$ cat src/rtl/ack_wait_retry_controller_top_macros.svh
// Assertion helpers for the stop-and-wait sender.
// Define NO_ASSERTIONS to compile the checks out.
`ifndef ACK_WAIT_RETRY_CONTROLLER_TOP_MACROS_SVH
`define ACK_WAIT_RETRY_CONTROLLER_TOP_MACROS_SVH

`ifndef NO_ASSERTIONS

// Same-cycle implication, disabled while reset is high.
`define AWR_ASSERT_IMP(name, clk, rst, ante, cons) \
  name: assert property (@(posedge clk) disable iff (rst) (ante) |-> (cons)) \
    else $error("awr check failed: same-cycle implication");

// Next-cycle implication, disabled while reset is high.
`define AWR_ASSERT_NXT(name, clk, rst, ante, cons) \
  name: assert property (@(posedge clk) disable iff (rst) (ante) |=> (cons)) \
    else $error("awr check failed: next-cycle implication");

`else

`define AWR_ASSERT_IMP(name, clk, rst, ante, cons)
`define AWR_ASSERT_NXT(name, clk, rst, ante, cons)

`endif

`endif

$ cat src/rtl/awr_pkg.sv
package awr_pkg;

  // Event codes carried in the mode field.
  localparam logic [2:0] MODE_SEND      = 3'd0;
  localparam logic [2:0] MODE_TICK      = 3'd1;
  localparam logic [2:0] MODE_ACK       = 3'd2;
  localparam logic [2:0] MODE_NACK      = 3'd3;
  localparam logic [2:0] MODE_UNSUP     = 3'd4;
  localparam logic [2:0] MODE_BULK_BUSY = 3'd5;
  localparam logic [2:0] MODE_BULK_IDLE = 3'd6;

  // Result action codes.
  localparam logic [2:0] ACT_NONE    = 3'd0;
  localparam logic [2:0] ACT_TX      = 3'd1;
  localparam logic [2:0] ACT_BULK    = 3'd2;
  localparam logic [2:0] ACT_REJECT  = 3'd3;
  localparam logic [2:0] ACT_RETX    = 3'd4;
  localparam logic [2:0] ACT_DONE    = 3'd5;
  localparam logic [2:0] ACT_REFUSED = 3'd6;
  localparam logic [2:0] ACT_UNREACH = 3'd7;

  // Configuration register indexes.
  localparam logic [1:0] CFG_HEADER_AIRTIME    = 2'd0;
  localparam logic [1:0] CFG_BYTE_AIRTIME      = 2'd1;
  localparam logic [1:0] CFG_PROCESS_ALLOWANCE = 2'd2;

  // Protocol constants.
  localparam logic [3:0]  RETRY_LIMIT      = 4'd3;
  localparam logic [11:0] DIRECT_MAX_BYTES = 12'd255;
  localparam logic [11:0] BUFFER_BYTES     = 12'd2048;
  localparam logic [4:0]  ACK_BYTES        = 5'd4;

  typedef enum logic [1:0] {
    PH_IDLE = 2'd0,
    PH_WAIT = 2'd1,
    PH_BULK = 2'd2
  } phase_t;

  typedef struct packed {
    logic [2:0]  mode;
    logic [31:0] now;
    logic        link_ready;
    logic        bulk_engine_busy;
    logic [11:0] message_length;
    logic [7:0]  message_id;
    logic        notify;
  } item_t;

  typedef struct packed {
    logic [2:0]  action;
    logic [7:0]  report_id;
    logic [11:0] send_length;
    logic        busy_res;
  } result_t;

  typedef struct packed {
    logic [15:0] header_airtime;
    logic [15:0] byte_airtime;
    logic [15:0] process_allowance;
  } cfg_t;

  typedef struct packed {
    phase_t     phase;
    logic [3:0] retries_left;
  } status_t;

endpackage

$ cat src/rtl/awr_in_reg.sv
module awr_in_reg (
  input  logic           clk,
  input  logic           rst,
  input  logic           in_valid,
  output logic           in_ready,
  input  awr_pkg::item_t item_d,
  input  logic           take,
  output logic           hold_valid,
  output awr_pkg::item_t item_q
);

  import awr_pkg::*;

  logic accept;

  assign in_ready = !hold_valid || take;
  assign accept   = in_valid && in_ready;

  always_ff @(posedge clk) begin
    if (rst) begin
      hold_valid <= 1'b0;
    end else if (accept) begin
      hold_valid <= 1'b1;
    end else if (take) begin
      hold_valid <= 1'b0;
    end
  end

  always_ff @(posedge clk) begin
    if (accept) begin
      item_q <= item_d;
    end
  end

endmodule

$ cat src/rtl/awr_ctrl.sv
module awr_ctrl (
  input  logic             clk,
  input  logic             rst,
  input  logic             step,
  input  awr_pkg::item_t   item,
  input  awr_pkg::cfg_t    cfg,
  output awr_pkg::result_t res,
  output awr_pkg::status_t stat
);

  import awr_pkg::*;

  phase_t      phase, phase_next;
  logic [31:0] sent_time, sent_time_next;
  logic [31:0] wait_limit, wait_limit_next;
  logic [3:0]  retries_left, retries_left_next;
  logic [7:0]  held_id, held_id_next;
  logic [11:0] held_length, held_length_next;
  logic        held_notify, held_notify_next;

  logic        send_ok;
  logic        is_direct;
  logic        expired;
  logic        in_wait;
  logic [31:0] elapsed;
  logic [12:0] len_ack;
  logic [28:0] byte_product;
  logic [31:0] limit_calc;

  assign in_wait   = (phase == PH_WAIT);
  assign send_ok   = item.link_ready && !item.bulk_engine_busy && (phase == PH_IDLE)
                     && (item.message_length <= BUFFER_BYTES);
  assign is_direct = (item.message_length <= DIRECT_MAX_BYTES);
  assign elapsed   = item.now - sent_time;
  assign expired   = (elapsed > wait_limit);

  // Wait limit: two header airtimes, bytes of message plus ack, and the allowance.
  assign len_ack      = {1'b0, item.message_length} + {8'd0, ACK_BYTES};
  assign byte_product = {13'd0, cfg.byte_airtime} * {16'd0, len_ack};
  assign limit_calc   = {15'd0, cfg.header_airtime, 1'b0} + {3'd0, byte_product}
                        + {16'd0, cfg.process_allowance};

  always_comb begin
    phase_next        = phase;
    sent_time_next    = sent_time;
    wait_limit_next   = wait_limit;
    retries_left_next = retries_left;
    held_id_next      = held_id;
    held_length_next  = held_length;
    held_notify_next  = held_notify;
    if (step) begin
      case (item.mode)
        MODE_SEND: begin
          if (send_ok) begin
            held_id_next     = item.message_id;
            held_length_next = item.message_length;
            held_notify_next = item.notify;
            if (is_direct) begin
              wait_limit_next   = limit_calc;
              sent_time_next    = item.now;
              retries_left_next = RETRY_LIMIT;
              phase_next        = PH_WAIT;
            end
          end
        end
        MODE_TICK: begin
          if (in_wait && expired) begin
            if (retries_left != 4'd0) begin
              retries_left_next = retries_left - 4'd1;
              sent_time_next    = item.now;
            end else begin
              phase_next       = PH_IDLE;
              held_id_next     = '0;
              held_length_next = '0;
              held_notify_next = 1'b0;
            end
          end
        end
        MODE_ACK, MODE_NACK, MODE_UNSUP: begin
          if (in_wait) begin
            phase_next       = PH_IDLE;
            held_id_next     = '0;
            held_length_next = '0;
            held_notify_next = 1'b0;
          end
        end
        MODE_BULK_BUSY: begin
          if (phase == PH_IDLE) begin
            phase_next = PH_BULK;
          end
        end
        MODE_BULK_IDLE: begin
          if (phase == PH_BULK) begin
            phase_next       = PH_IDLE;
            held_id_next     = '0;
            held_length_next = '0;
            held_notify_next = 1'b0;
          end
        end
        default: begin
        end
      endcase
    end
  end

  always_comb begin
    res = '{action: ACT_NONE, report_id: 8'd0, send_length: 12'd0,
            busy_res: (phase_next != PH_IDLE)};
    case (item.mode)
      MODE_SEND: begin
        res.report_id = item.message_id;
        if (!send_ok) begin
          res.action = ACT_REJECT;
        end else if (is_direct) begin
          res.action      = ACT_TX;
          res.send_length = item.message_length;
        end else begin
          res.action = ACT_BULK;
        end
      end
      MODE_TICK: begin
        if (in_wait && expired) begin
          if (retries_left != 4'd0) begin
            res.action      = ACT_RETX;
            res.report_id   = held_id;
            res.send_length = held_length;
          end else if (held_notify) begin
            res.action    = ACT_UNREACH;
            res.report_id = held_id;
          end
        end
      end
      MODE_ACK: begin
        if (in_wait && held_notify) begin
          res.action    = ACT_DONE;
          res.report_id = held_id;
        end
      end
      MODE_NACK, MODE_UNSUP: begin
        if (in_wait && held_notify) begin
          res.action    = ACT_REFUSED;
          res.report_id = held_id;
        end
      end
      default: begin
      end
    endcase
  end

  always_ff @(posedge clk) begin
    if (rst) begin
      phase        <= PH_IDLE;
      sent_time    <= '0;
      wait_limit   <= '0;
      retries_left <= '0;
      held_id      <= '0;
      held_length  <= '0;
      held_notify  <= 1'b0;
    end else begin
      phase        <= phase_next;
      sent_time    <= sent_time_next;
      wait_limit   <= wait_limit_next;
      retries_left <= retries_left_next;
      held_id      <= held_id_next;
      held_length  <= held_length_next;
      held_notify  <= held_notify_next;
    end
  end

  assign stat = '{phase: phase, retries_left: retries_left};

endmodule

$ cat src/rtl/awr_out_reg.sv
module awr_out_reg (
  input  logic             clk,
  input  logic             rst,
  input  logic             load,
  input  awr_pkg::result_t res_d,
  output logic             space,
  output logic             out_valid,
  input  logic             out_ready,
  output awr_pkg::result_t res_q
);

  import awr_pkg::*;

  assign space = !out_valid || out_ready;

  always_ff @(posedge clk) begin
    if (rst) begin
      out_valid <= 1'b0;
    end else if (load) begin
      out_valid <= 1'b1;
    end else if (out_ready) begin
      out_valid <= 1'b0;
    end
  end

  always_ff @(posedge clk) begin
    if (load) begin
      res_q <= res_d;
    end
  end

endmodule

$ cat src/rtl/ack_wait_retry_controller_top.sv
// Stop-and-wait sender controller.
// Input channel (in_valid/in_ready) carries one event per transfer: a send request,
// a timer tick, an ack, nack or unsupported answer, or a bulk engine busy/idle note.
// Every input transfer produces exactly one result transfer on the output channel
// (out_valid/out_ready) with the action, message id, length and busy flag.
// Configuration (cfg_valid/cfg_ready, cfg_index, cfg_data) sets the header airtime,
// byte airtime and processing allowance; cfg_ready is always high, and writes are
// expected only while no event is in flight. Writes to unused indexes are dropped.
// The event is captured in an input register, and the state update runs on it and
// lands its result in the result register. Throughput is one event per cycle while
// the receiver takes results; the only loop is the phase/timer state update, which
// holds one 16x13 multiply and a 32-bit compare.
// Reset (synchronous, active high) returns to idle, clears the timers, retry count,
// held message and configuration, and empties both registers.
// When the receiver stalls, the result register holds its item, the input register
// takes one more event, and in_ready then drops until the result is taken.
`include "ack_wait_retry_controller_top_macros.svh"

module ack_wait_retry_controller_top (
  input  logic        clk,
  input  logic        rst,
  input  logic        in_valid,
  output logic        in_ready,
  input  logic [2:0]  mode,
  input  logic [31:0] now,
  input  logic        link_ready,
  input  logic        bulk_engine_busy,
  input  logic [11:0] message_length,
  input  logic [7:0]  message_id,
  input  logic        notify,
  output logic        out_valid,
  input  logic        out_ready,
  output logic [2:0]  action,
  output logic [7:0]  report_id,
  output logic [11:0] send_length,
  output logic        busy_res,
  input  logic        cfg_valid,
  output logic        cfg_ready,
  input  logic [1:0]  cfg_index,
  input  logic [15:0] cfg_data
);

  import awr_pkg::*;

  item_t   item_d;
  item_t   item_q;
  logic    hold_valid;
  logic    step;
  logic    space;
  result_t res_d;
  result_t res_q;
  cfg_t    cfg;
  status_t ctrl_stat;

  // The configuration port never stalls.
  assign cfg_ready = 1'b1;

  always_ff @(posedge clk) begin
    if (rst) begin
      cfg <= '0;
    end else if (cfg_valid && cfg_ready) begin
      case (cfg_index)
        CFG_HEADER_AIRTIME:    cfg.header_airtime    <= cfg_data;
        CFG_BYTE_AIRTIME:      cfg.byte_airtime      <= cfg_data;
        CFG_PROCESS_ALLOWANCE: cfg.process_allowance <= cfg_data;
        default: begin
        end
      endcase
    end
  end

  assign item_d = '{mode: mode, now: now, link_ready: link_ready,
                    bulk_engine_busy: bulk_engine_busy, message_length: message_length,
                    message_id: message_id, notify: notify};

  // An event moves from the input register into the state update whenever the
  // result register has room for its result in the same cycle.
  assign step = hold_valid && space;

  awr_in_reg u_in_reg (
    .clk        (clk),
    .rst        (rst),
    .in_valid   (in_valid),
    .in_ready   (in_ready),
    .item_d     (item_d),
    .take       (step),
    .hold_valid (hold_valid),
    .item_q     (item_q)
  );

  awr_ctrl u_ctrl (
    .clk  (clk),
    .rst  (rst),
    .step (step),
    .item (item_q),
    .cfg  (cfg),
    .res  (res_d),
    .stat (ctrl_stat)
  );

  awr_out_reg u_out_reg (
    .clk       (clk),
    .rst       (rst),
    .load      (step),
    .res_d     (res_d),
    .space     (space),
    .out_valid (out_valid),
    .out_ready (out_ready),
    .res_q     (res_q)
  );

  assign action      = res_q.action;
  assign report_id   = res_q.report_id;
  assign send_length = res_q.send_length;
  assign busy_res    = res_q.busy_res;

  // The retry counter is loaded with the limit and only ever counts down.
  `AWR_ASSERT_IMP(a_retry_bound, clk, rst, 1'b1, ctrl_stat.retries_left <= RETRY_LIMIT)

  // Every event that leaves the input register shows up as a result next cycle.
  `AWR_ASSERT_NXT(a_step_delivers, clk, rst, step, out_valid)

  // A transmit or retransmit always leaves the sender waiting.
  `AWR_ASSERT_IMP(a_tx_busy, clk, rst,
    out_valid && (action == ACT_TX || action == ACT_RETX), busy_res)

  // Completion reports always leave the sender idle.
  `AWR_ASSERT_IMP(a_finish_idle, clk, rst,
    out_valid && (action == ACT_DONE || action == ACT_REFUSED || action == ACT_UNREACH),
    !busy_res)

endmodule
$ cat config.mk
export PLATFORM = sky130hd
export DESIGN_NAME = ack_wait_retry_controller_top
export DESIGN_NICKNAME = d
export VERILOG_FILES = /design/src/rtl/awr_pkg.sv /design/src/rtl/awr_in_reg.sv /design/src/rtl/awr_ctrl.sv /design/src/rtl/awr_out_reg.sv /design/src/rtl/ack_wait_retry_controller_top.sv
export VERILOG_INCLUDE_DIRS = /design/src /design/src/rtl
export SDC_FILE = /design/constraint.sdc
export NUM_CORES = 1
export LEC_CHECK = 0
export ABC_CLOCK_PERIOD_IN_PS = 20200
export BUFFER_PORTS_ARGS = -buffer_cell sky130_fd_sc_hd__clkbuf_2
export CAP_MARGIN = 20
export CELL_PAD_IN_SITES_DETAIL_PLACEMENT = 0
export CELL_PAD_IN_SITES_GLOBAL_PLACEMENT = 2
export CORE_MARGIN = 2
export CORE_UTILIZATION = 44
export DETAILED_ROUTE_END_ITERATION = 8
export PLACE_DENSITY_LB_ADDON = 0.1
export SYNTH_ARGS = -nofsm -noshare
export SYNTH_HDL_FRONTEND = slang
export SYNTH_HIERARCHICAL = 1
export SYNTH_SLANG_ARGS = --single-unit
$ cat constraint.sdc
create_clock -name clk -period 20.2 [get_ports clk]
set_input_delay 1.01 -clock clk [delete_from_list [all_inputs] [get_ports clk]]
set_output_delay 1.01 -clock clk [all_outputs]
set_load 0.01 [all_outputs]
==> results by group <==
Clocking
  • Htree depth: 1
  • Post-CTS sizing: 0
  • Root Buffer: clkbuf_16
  • Hold buffer count at cts: 0
  • Post-CTS Setup Bufs: 0
  • Worst-Skew Late Latency: 0.55 ns
  • TritonCTS buffer count: 27
  • Clock Sinks: 222
  • Clock transition at the registers of the reported paths: 0.06 ns
  • CTS max path bufs: 3
  • TritonCTS clock tree: done

Setup path
  • Worst stage delay on the critical path: 0.80 ns
  • R2r startpoint: u_in_reg/item_q[11]$_DFFE_PP_
  • Worst path cell trace: inv_1, ha_1, nand2_1, fa_1, inv_1, fa_1, fa_1, fa_1, fa_1, inv_1, fa_1, inv_1, ha_1, nand4_1, nor2_1, nand4_1, a21boi_0, a211oi_1, o211ai_1, o41ai_1, or4_1, o311ai_0
  • Worst R2R End: u_ctrl/wait_limit[29]$_SDFFE_PP0P_
  • Flop-to-flop setup slack: 12.75 ns
  • Reg2reg path depth: 22
  • Req. time, crit path: approximately 21 ns
  • Crit path top cell by count: fa_1
  • Setup crit end kind: flip-flop
  • Worst-path fanout max: 16
  • Crit start category: flip-flop
  • WS Path Type: flip-flop to flip-flop
  • WP data arrival: between 7 and 8 ns
  • Slowest CP cell: ha_1

Placed design
  • Port bufs: 106
  • Placer Congestion: 0.809
  • Dpl hpwl: 33.7 mm

Synth
  • #FFs+latches synth: 222
  • Synth Area in XOR/XNOR: approximately 2.7%
  • Area share of the largest cell type after synthesis: 19.9%
  • Main combinational cell family by area after synthesis: adder cells
  • Top FF cell, synth: dfxtp_1
  • Post-synthesis adder-cell area fraction: 31.0%
  • Post-synthesis sequential area ratio: 28.3%
  • Yosys warns: 6
  • Post-synth top area cell: fa_1
  • Asr flop ratio synth: 0%
  • Synth area leaders: fa_1, dfxtp_1, edfxtp_1
  • Synth Area in Simple Gates: 15.6%
  • Compound-cell area share of the yosys netlist: 11.7%
  • Post-synth net total: 2384
  • Yosys cell types: 72
  • Post-synthesis mux area share: 2.64%
  • Synth Cell Area: around 19000 sq um
  • EDFF count, synth: 82
  • Mapped Cells: roughly 2.0k
  • Mean Syn Cell Area: approximately 9.5 sq um

Global routing
  • Final global-route overflow total: 0
  • First-pass GRT wire length: ~74 mm
  • Initial antenna violation count: 0
  • Total global-route track usage: 21.2%
  • Largest net degree at the start of global routing: 80
  • Vias in the first global route: 14.1k

Routing
  • DRT iter0 DRCs: between 500 and 600
  • Antenna viol nets, final: 0
  • DR vias/cell: 5.21
  • Post-route DRC: 0
  • Post-Route WL: 44.3 mm
  • Vias: between 10k and 15k
  • Drt pass-1 iters: 5
  • Drt wl/cell: 17.1 microns

Pwr
  • Power density cells: 58.8 nW/um^2
  • Sw Pwr: between 0.3 and 0.4 mW
  • Clock Power Share: ~38%
  • Flop pwr share: around 41%
  • Max VDD drop: between 60 and 70 uV
  • Sw Ratio: 29.7%
  • Leakage Power: roughly 9.1 nW
  • Cell-internal power: between 0.8 and 0.9 mW
  • Gate power share: between 20% and 30%

Final layout
  • Fillers: 4036
  • # diodes: 0
  • Layout cells sized above 1: a little under a tenth
  • Multi-input logic area: around 12000 sq um
  • Register area: 5270 sq um
  • Final core occ: 48.8%
  • Layout area overhead: 9.86%
  • Most frequent cells in the layout: inv_1, nand2_1, fa_1
  • Final #Nets: 2455
  • Commonest non-fill, non-tap cell in the layout: inv_1

Floorplan
  • # rows: 75
  • Area of the die: 43900 sq um
  • Num ports: 108
  • Chip height: 210 microns
  • Placeable core area: 41900 sq um
  • Die outline width: 210 microns
  • Initial core utilization: 44.4%

Timing
  • Achievable frequency: 0.134 GHz
  • Setup Viol. Count Final: 0
  • Measured slew at the worst slew-check pin: 0.984 ns
  • Hold Vio Cnt, Final: 0
  • Unrepaired setup endpoints after global routing: no
  • Final Max Slew Viols: 0
  • Final worst path period share: between 30% and 40%
  • Worst slew margin: 34.1%
  • Skew final: 0.0147 ns
  • Setup TNS Final: 0 ns
  • Final Critical Period: roughly 7.4 ns

Min path
  • Hold EP: u_ctrl/wait_limit[10]$_SDFFE_PP0P_
  • Hold path startpoint: u_ctrl/wait_limit[10]$_SDFFE_PP0P_
  • Worst hold path type: flip-flop to flip-flop
  • Hold depth: 2

Status
  • Status: completed

Run
  • Max-cap violations: 0
## sequential cells by signal (all words and copies together), names as in the netlist
| signal | flops |
|---|---|
| u_in_reg/item_q | 58 |
| cfg | 48 |
| u_ctrl/sent_time | 32 |
| u_ctrl/wait_limit | 31 |
| u_out_reg/res_q | 24 |
| u_ctrl/held_length | 12 |
| u_ctrl/held_id | 8 |
| u_ctrl/retries_left | 4 |
| u_ctrl/phase | 2 |
| u_ctrl/held_notify | 1 |
| u_in_reg/hold_valid | 1 |
| u_out_reg/out_valid | 1 |
## cells in the mapped netlist, drive strengths merged (4+ instances only)
master  number
nand2b      80
xnor2       37
a211oi      12
o21bai       8
o22ai        4
o211ai       7
a22o        37
dfxtp      140
a21o        26
a31oi        9
and3         6
ha         164
nor2b       11
or3          4
fa         185
buf         18
inv        298
nor3        16
o21a        10
nand4       15
nand2      218
o21ai       69
edfxtp      82
xor2        21
or3b        33
a41oi        6
mux2i       49
and2        82
a21oi      121
nor2        52
nand3       22
clkbuf      67
## critical path: cells and delay by family, from the launching register on
family	cells	cell delay [ns]
AOI/OAI and AO/OA	5	1.19
adders and majority gates	8	4.13
buffers and inverters	4	0.49
DFF	1	0.53
and+or+nand+nor	5	1.00
## power by group through the flow
| stage | sequential [mW] | clock (mW) | combinational, mW |
|---|---|---|---|
| 2_1_floorplan | 0.498 | 0 | 0.186 |
| 3_3_place_gp | 0.506 | 0 | 0.252 |
| 3_5_place_dp | 0.506 | 0 | 0.255 |
| 4_1_cts | 0.497 | 0.466 | 0.257 |
| 5_1_grt | 0.499 | 0.483 | 0.291 |
| 6_report | 0.496 | 0.453 | 0.252 |
## stage by stage
stage	instances	power (mW)	setup WS, ns	instance area [sq um]	hold slack, ns
2_1_floorplan	1954	0.684	13.36	18600	0.432
3_3_place_gp	2534	0.758	12.92	19600	0.444
3_5_place_dp	2534	0.761	12.74	19600	0.447
4_1_cts	2583	1.22	12.74	20400	0.455
5_1_grt	2584	1.27	12.13	20400	0.477
6_report	2584	1.20	12.75	20400	0.452
## cell families after synthesis
logic type	count (synthesis)
and+or+nand+nor	557
buffers and inverters	383
adders and majority gates	349
AOI/OAI and AO/OA	335
DFF	222
xor gates and xnor gates	58
muxes	49
other	1
## layer usage
| metal | wire, microns | vias to the layer above | part of all wire, % | track usage (%) |
|---|---|---|---|---|
| met1 | 20300 | 6646 | 46 | 28.7 |
| li1 | - | 6563 | - | - |
| met5 | 0 | - | 0 | 0 |
| met2 | 21300 | 210 | 48 | 36.2 |
| met3 | 1680 | 45 | 3.8 | 2.90 |
| met4 | 943 | 0 | 2.1 | 4.67 |
## final cells by class
type	instances	area share (%)
Tap cell	539	3.30
Timing Repair Buffer	127	3.47
Inverter	298	5.48
Multi-Input combinational cell	1349	58.0
Clock buffer	35	3.50
Sequential cell	222	25.8
Clock inverter	14	0.478
## worst max path at each step
stage	start	end	slack (ns)	depth (start not counted)
floorplan	u_in_reg/item_q[11]$_DFFE_PP_	u_ctrl/wait_limit[23]$_SDFFE_PP0P_	13.36	26
global placement	u_in_reg/item_q[11]$_DFFE_PP_	u_ctrl/wait_limit[29]$_SDFFE_PP0P_	12.92	22
detailed placement	u_in_reg/item_q[11]$_DFFE_PP_	u_ctrl/wait_limit[23]$_SDFFE_PP0P_	12.74	22
CTS	u_in_reg/item_q[11]$_DFFE_PP_	u_ctrl/wait_limit[23]$_SDFFE_PP0P_	12.74	22
global route	u_in_reg/item_q[11]$_DFFE_PP_	u_ctrl/wait_limit[29]$_SDFFE_PP0P_	12.13	22
finish	u_in_reg/item_q[11]$_DFFE_PP_	u_ctrl/wait_limit[29]$_SDFFE_PP0P_	12.75	22
Note: power is estimated with default switching activity, not from simulation.
